==> config.mk <==
export PLATFORM = sky130hd
export DESIGN_NAME = atu_div_lane
export DESIGN_NICKNAME = d
export VERILOG_FILES = /design/src/anchor_trilateration_unit_assert.svh /design/src/atu_pkg.sv /design/src/atu_div_lane.sv
export SDC_FILE = /design/constraint.sdc
export NUM_CORES = 2
export LEC_CHECK = 0
export BUFFER_PORTS_ARGS = -buffer_cell sky130_fd_sc_hd__buf_4
export CAP_MARGIN = 0
export CORE_MARGIN = 4
export CORE_UTILIZATION = 58
export DETAILED_ROUTE_END_ITERATION = 10
export GPL_ROUTABILITY_DRIVEN = 0
export PLACE_DENSITY = 0.77
export SYNTH_ARGS = -nofsm -noshare
export SYNTH_HDL_FRONTEND = slang
export SYNTH_SLANG_ARGS = --single-unit
==> constraint.sdc <==
create_clock -name clk_i -period 5.05 [get_ports clk_i]
set_clock_uncertainty 0.2 [all_clocks]
set_input_delay 1.01 -clock clk_i [delete_from_list [all_inputs] [get_ports clk_i]]
set_output_delay 1.01 -clock clk_i [all_outputs]
set_load 0.01 [all_outputs]
==> src/anchor_trilateration_unit_assert.svh <==
// Assertion macros used by the trilateration unit RTL.
// No dependencies; include with the bare file name.
`ifndef ANCHOR_TRILATERATION_UNIT_ASSERT_SVH
`define ANCHOR_TRILATERATION_UNIT_ASSERT_SVH

// Same-cycle implication, disabled while reset is asserted.
`define ATU_ASSERT_IMPL(label, clk, rst_n, ante, cons, msg) \
  label: assert property (@(posedge clk) disable iff (!rst_n) (ante) |-> (cons)) \
    else $error(msg);

// Next-cycle implication, disabled while reset is asserted.
`define ATU_ASSERT_NEXT(label, clk, rst_n, ante, cons, msg) \
  label: assert property (@(posedge clk) disable iff (!rst_n) (ante) |=> (cons)) \
    else $error(msg);

`endif

==> src/atu_pkg.sv <==
// Types and constants of the anchor trilateration unit.
// No dependencies; used by every module of the unit.
package atu_pkg;

  localparam int NumAnchors = 4;
  localparam int FrontStages = 5;
  localparam int LaneStages = 16;
  localparam int NumStages = FrontStages + LaneStages + 1;
  localparam int CfgIdxW = 3;
  localparam int CoordW = 14;
  localparam int NumW = 45;
  localparam int DenW = 32;

  typedef logic signed [CoordW-1:0] coord_t;
  typedef logic signed [15:0] pos_t;

  typedef enum logic [1:0] {
    STATUS_OK        = 2'd0,
    STATUS_DEGEN     = 2'd1,
    STATUS_BAD_COUNT = 2'd2
  } status_e;

  typedef enum logic [1:0] {
    MODE_PASS = 2'd0,
    MODE_TRI  = 2'd1,
    MODE_SQ   = 2'd2
  } mode_e;

  typedef struct packed {
    logic [2:0] anchor_count;
    logic [1:0] first_anchor;
    logic [1:0] second_anchor;
    logic [1:0] third_anchor;
    logic [9:0] dist_a0;
    logic [9:0] dist_a1;
    logic [9:0] dist_a2;
    logic [9:0] dist_a3;
  } req_t;

  typedef struct packed {
    pos_t    pos_x;
    pos_t    pos_y;
    status_e status;
  } rsp_t;

  // Reset layout: a square of side 1000 cm with anchor 0 at the origin.
  localparam coord_t CfgResetX [NumAnchors] = '{14'sd0, 14'sd0, 14'sd1000, 14'sd1000};
  localparam coord_t CfgResetY [NumAnchors] = '{14'sd0, 14'sd1000, 14'sd0, 14'sd1000};

endpackage

==> src/atu_div_lane.sv <==
// One coordinate lane: signed restoring division, one quotient bit per
// stage, truncation toward zero and 16-bit saturation. Uses atu_pkg.
module atu_div_lane (
  input  logic                             clk_i,
  input  logic [atu_pkg::LaneStages-1:0]   en_i,
  input  logic signed [atu_pkg::NumW-1:0]  num_i,
  input  logic signed [atu_pkg::DenW-1:0]  den_i,
  input  logic                             byp_i,
  input  atu_pkg::pos_t                    pass_i,
  output atu_pkg::pos_t                    res_o
);

  localparam int QW = atu_pkg::LaneStages - 1;
  localparam int TW = atu_pkg::NumW + 2;

  logic [atu_pkg::NumW-1:0] rem_q [atu_pkg::LaneStages];
  logic [atu_pkg::DenW-1:0] dm_q  [atu_pkg::LaneStages];
  logic [QW-1:0]            qt_q  [atu_pkg::LaneStages];
  logic                     neg_q [atu_pkg::LaneStages];
  logic                     ovf_q [atu_pkg::LaneStages];
  logic                     byp_q [atu_pkg::LaneStages];
  atu_pkg::pos_t            pass_q [atu_pkg::LaneStages];

  logic [atu_pkg::NumW-1:0] nmag;
  logic [atu_pkg::DenW-1:0] dmag;

  always_comb begin
    nmag = num_i[atu_pkg::NumW-1] ? atu_pkg::NumW'(-num_i) : atu_pkg::NumW'(num_i);
    dmag = den_i[atu_pkg::DenW-1] ? atu_pkg::DenW'(-den_i) : atu_pkg::DenW'(den_i);
  end

  // prep: magnitudes, quotient sign, overflow when |q| reaches 2^15
  always_ff @(posedge clk_i) begin
    if (en_i[0]) begin
      rem_q[0] <= nmag;
      dm_q[0] <= dmag;
      qt_q[0] <= '0;
      neg_q[0] <= num_i[atu_pkg::NumW-1] ^ den_i[atu_pkg::DenW-1];
      ovf_q[0] <= {2'b00, nmag} >= {dmag, QW'(0)};
      byp_q[0] <= byp_i;
      pass_q[0] <= pass_i;
    end
  end

  for (genvar j = 1; j < atu_pkg::LaneStages; j++) begin : g_step
    localparam int Bit = QW - j;
    logic [TW-1:0] trial;
    logic          fits;

    always_comb begin
      trial = {2'b00, rem_q[j-1]} - (TW'(dm_q[j-1]) << Bit);
      fits = !trial[TW-1];
    end

    always_ff @(posedge clk_i) begin
      if (en_i[j]) begin
        rem_q[j] <= fits ? trial[atu_pkg::NumW-1:0] : rem_q[j-1];
        qt_q[j] <= qt_q[j-1] | (QW'(fits) << Bit);
        dm_q[j] <= dm_q[j-1];
        neg_q[j] <= neg_q[j-1];
        ovf_q[j] <= ovf_q[j-1];
        byp_q[j] <= byp_q[j-1];
        pass_q[j] <= pass_q[j-1];
      end
    end
  end

  logic signed [15:0] qs;

  always_comb begin
    qs = $signed({1'b0, qt_q[QW]});
    if (byp_q[QW]) begin
      res_o = pass_q[QW];
    end else if (ovf_q[QW]) begin
      res_o = neg_q[QW] ? 16'sh8000 : 16'sh7fff;
    end else begin
      res_o = neg_q[QW] ? -qs : qs;
    end
  end

endmodule

==> results.yml <==
run_status:
  status: "completed"
global_route:
  grt_pass1_wl_mm: 248
  grt_pass1_vias: 52900
  grt_start_max_net_pins: 110
  track_usage_pct: 20.3
  grt-ovfl-total: 0
  antenna_found_initial: 0
floorplan:
  ios: 127
  core-area_um2: 139000
  rows: 137
  start_util_pct: 58.3
  dieHeight_um: 382
  die_w_um: 382
  dieArea_um2: 146000
yosys:
  yosysWarnings: 0
  synth_top_area_share_pct: 58.3
  yosys.area.top_type: "edfxtp_1"
  synthDistinctLibCells: 85
  netlist_instances: 6845
  synth_seq_cells: 1579
  synth_area_um2: 81300
  avgSynthCellArea_um2: 11.9
  synth_edf_count: 1579
  synth_fp_nets: 7482
  synth_flop_cell: "edfxtp_1"
  async_flop_share_pct: 0
  ys_seq_area_share_pct: 58.3
  yosysMostFrequentCell: "edfxtp_1"
  synth.area.top_cells: "edfxtp_1, ha_1, a21oi_1"
  synthTopCellsByCount: "edfxtp_1, inv_1, ha_1, a21oi_1, nand2_1"
place:
  place_inst: 8847
  postPlaceCellArea_um2: 85500
  dp.final_hpwl_mm: 108
  portBuffers: 126
critical_path:
  start_kind: "input pin"
  r2r-start: "rem_q[0][234]"
  endpoint_kind: "flop"
  cp_max_fo: 3
  path_class: "input pin to flop"
  crit_top_cell: "o21ai_0"
  reg2regPathDepth: 13
  crit_chain: "buf_4, or4_1, or3_1, nor2_1, nand3_2, nand2b_1, or2_2, o21ai_0, xnor2_1, ha_1, a21o_1, a21oi_1, nor2b_1, o21ai_0, nand2b_1, a21oi_1, nor2b_1, o21ai_0, nand4_1, a31o_2"
  crit_path_max_incr_delay_ps: 530
  r2r-end: "rem_q[0][314]"
  reg2reg_slack_ps: 370
  crit_start: "num_i[16]"
  slowest_stage: "or4_1"
  crit_arrival_ps: 5250
  cp.required_ps: 5380
min_path:
  min_path_type: "input pin to flop"
  min-delay-start: "pass_i[8]"
  hold_end: "pass_q[0][8]"
  whs_path_depth: 1
clocking:
  hold_buffers: 0
  clkSlewWorstSetupHoldPaths_ps: 60
  cts_sinks: 1579
  numCtsBuffers: 160
  cts_tree: "yes"
  h-tree-depth: 4
  clock_latency_ps: 780
  cts_max_path_buffers: 3
  cts_root_buf: "clkbuf_16"
sta:
  setup_viol: 0
  final_hold_viol_count: 0
  slew_headroom_pct: 45.0
  fmax_mhz: 203
  tightest_slew_ps: 805
  drv_slew: 0
  rsz0062_at_grt: "yes"
  fin_crit_sh_pct: 97.5
  fin_crit_ps: 4920
route:
  wl_per_cell_um: 16.4
  via_per_inst: 5.74
  detailroute.via_count: 52400
  drc: 0
  dr.pass1.iters: 7
  wirelength_mm: 150
  detail-route-antenna-nets: 0
  drt_iter0_markers: 3383
power_and_ir_drop:
  peakVddDrop_v: 0.000337
  power.share.sequential_pct: 40.6
  p_int_mw: 32.1
  clkPwrFrac_pct: 23.6
  power.leakage_nw: 35.9
  switching_share_pct: 33.1
  p_comb_share_pct: 35.8
  powerDensity_nw_per_um2: 529
  switchingPower_mw: 15.9
finish:
  nets: 7770
  register_area_um2: 47400
  post_route_cells_drive_above_1_share_pct: 8.95
  diodes: 0
  multi_input_area_um2: 30900
  synthToLayoutAreaGrowth_pct: 11.4
  fin_cells: 9136
  final_area_um2: 90600
  fillers: 9866
flow_run:
  drv_cap: 0
routing by layer:
layer  up-vias  global-route usage, %  part of all wire, %  wire length [µm]
li1      25800                      -                    -                 -
met5         -                      0                    0                 0
met3       478                   2.77                  4.0              6020
met1     24600                   22.8                   39             58600
met4         0                   9.88                  4.6              6850
met2      1564                   38.0                   52             78100
what timing repair did:
item                       in CTS  in global routing
gates resized for setup         2                  6
pin swaps                       0                  1
setup endpoints to repair       1                 28
buffers inserted                0                  0
power by group through the flow:
| stage | registers, mW | clock network [mW] | logic (mW) |
|---|---|---|---|
| detailed placement | 19.6 | 0 | 16.7 |
| floorplan | 19.1 | 0 | 13.2 |
| global placement | 19.5 | 0 | 16.2 |
| global route | 19.7 | 12.1 | 19.2 |
| finish | 19.5 | 11.3 | 17.2 |
| CTS | 19.4 | 11.6 | 16.9 |
logic make-up after synthesis:
logic type,count (synthesis),share of synthesized area (%)
flip-flops,1579,58.3
XOR/XNOR,522,5.62
adder cells (fa/ha/maj),526,8.22
multiplexers,105,1.45
buffers and inverters,814,3.81
AO/OA/AOI/OAI,1769,13.6
AND/OR/NAND/NOR,1530,8.98
layout make-up:
class                           count  area share [%]
Tap cell                         1876            2.59
Clock buffer                      202            4.60
Sequential cell                  1579            52.4
Timing Repair Buffer              286            2.59
Clock inverter                     87           0.992
Inverter                          654            2.71
Multi-Input combinational cell   4452            34.2
cell usage in the layout (no fill, tap or decap), types with 50 or more instances in the layout:
| master | synthesis | layout |
|---|---|---|
| clkbuf_16 | 0 | 160 |
| o21bai_1 | 50 | 50 |
| nand2_1 | 494 | 494 |
| nand4_1 | 58 | 58 |
| o31ai_1 | 54 | 54 |
| inv_1 | 651 | 651 |
| or3_1 | 52 | 52 |
| xnor2_1 | 272 | 272 |
| a31oi_1 | 53 | 52 |
| a21o_1 | 242 | 242 |
| ha_1 | 512 | 512 |
| xor2_1 | 250 | 250 |
| edfxtp_1 | 1579 | 1579 |
| o21ai_0 | 478 | 477 |
| mux2_2 | 91 | 91 |
| nand2b_1 | 64 | 64 |
| buf_4 | 0 | 270 |
| a21oi_1 | 504 | 502 |
| nor2_1 | 374 | 373 |
| nand3_1 | 91 | 90 |
| o21a_1 | 81 | 80 |
| nor2b_1 | 74 | 74 |
| nor3_1 | 109 | 109 |
worst max-delay path by stage:
stage | to | slack (ps) | cells past startpoint
after CTS | ovf_q[0][0] | 30 | 18
after global placement | ovf_q[0][0] | -800 | 19
final | ovf_q[0][0] | 130 | 20
after global routing | ovf_q[0][0] | -20 | 20
after detailed placement | ovf_q[0][0] | -910 | 19
after floorplan | ovf_q[0][0] | 140 | 17
metrics by stage:
step	hold WS, ps	worst slack, ps	setup TNS (ps)	power [mW]	utilization (%)
2_1_floorplan	200	136	0	32.4	-
3_3_place_gp	201	-802	-802	35.7	61.3
3_5_place_dp	205	-909	-909	36.4	61.3
4_1_cts	132	34.4	0	47.9	65.0
5_1_grt	153	-17.2	-17.2	51.0	65.0
6_report	197	127	0	47.9	65.0
flip-flops by register name, indices dropped and copies added, names as in the netlist:
register,flops
dm_q,480
rem_q,675
pass_q,256
byp_q,16
ovf_q,16
neg_q,16
qt_q,120
critical path, delay by kind of cell:
kind	cells	cell delay, ps
adders and majority gates	1	280
xor gates and xnor gates	1	190
AOI/OAI and AO/OA	7	1450
and+or+nand+nor	10	2200
buffers and inverters	1	110
No activity file was read; power rests on OpenSTA's default activity.
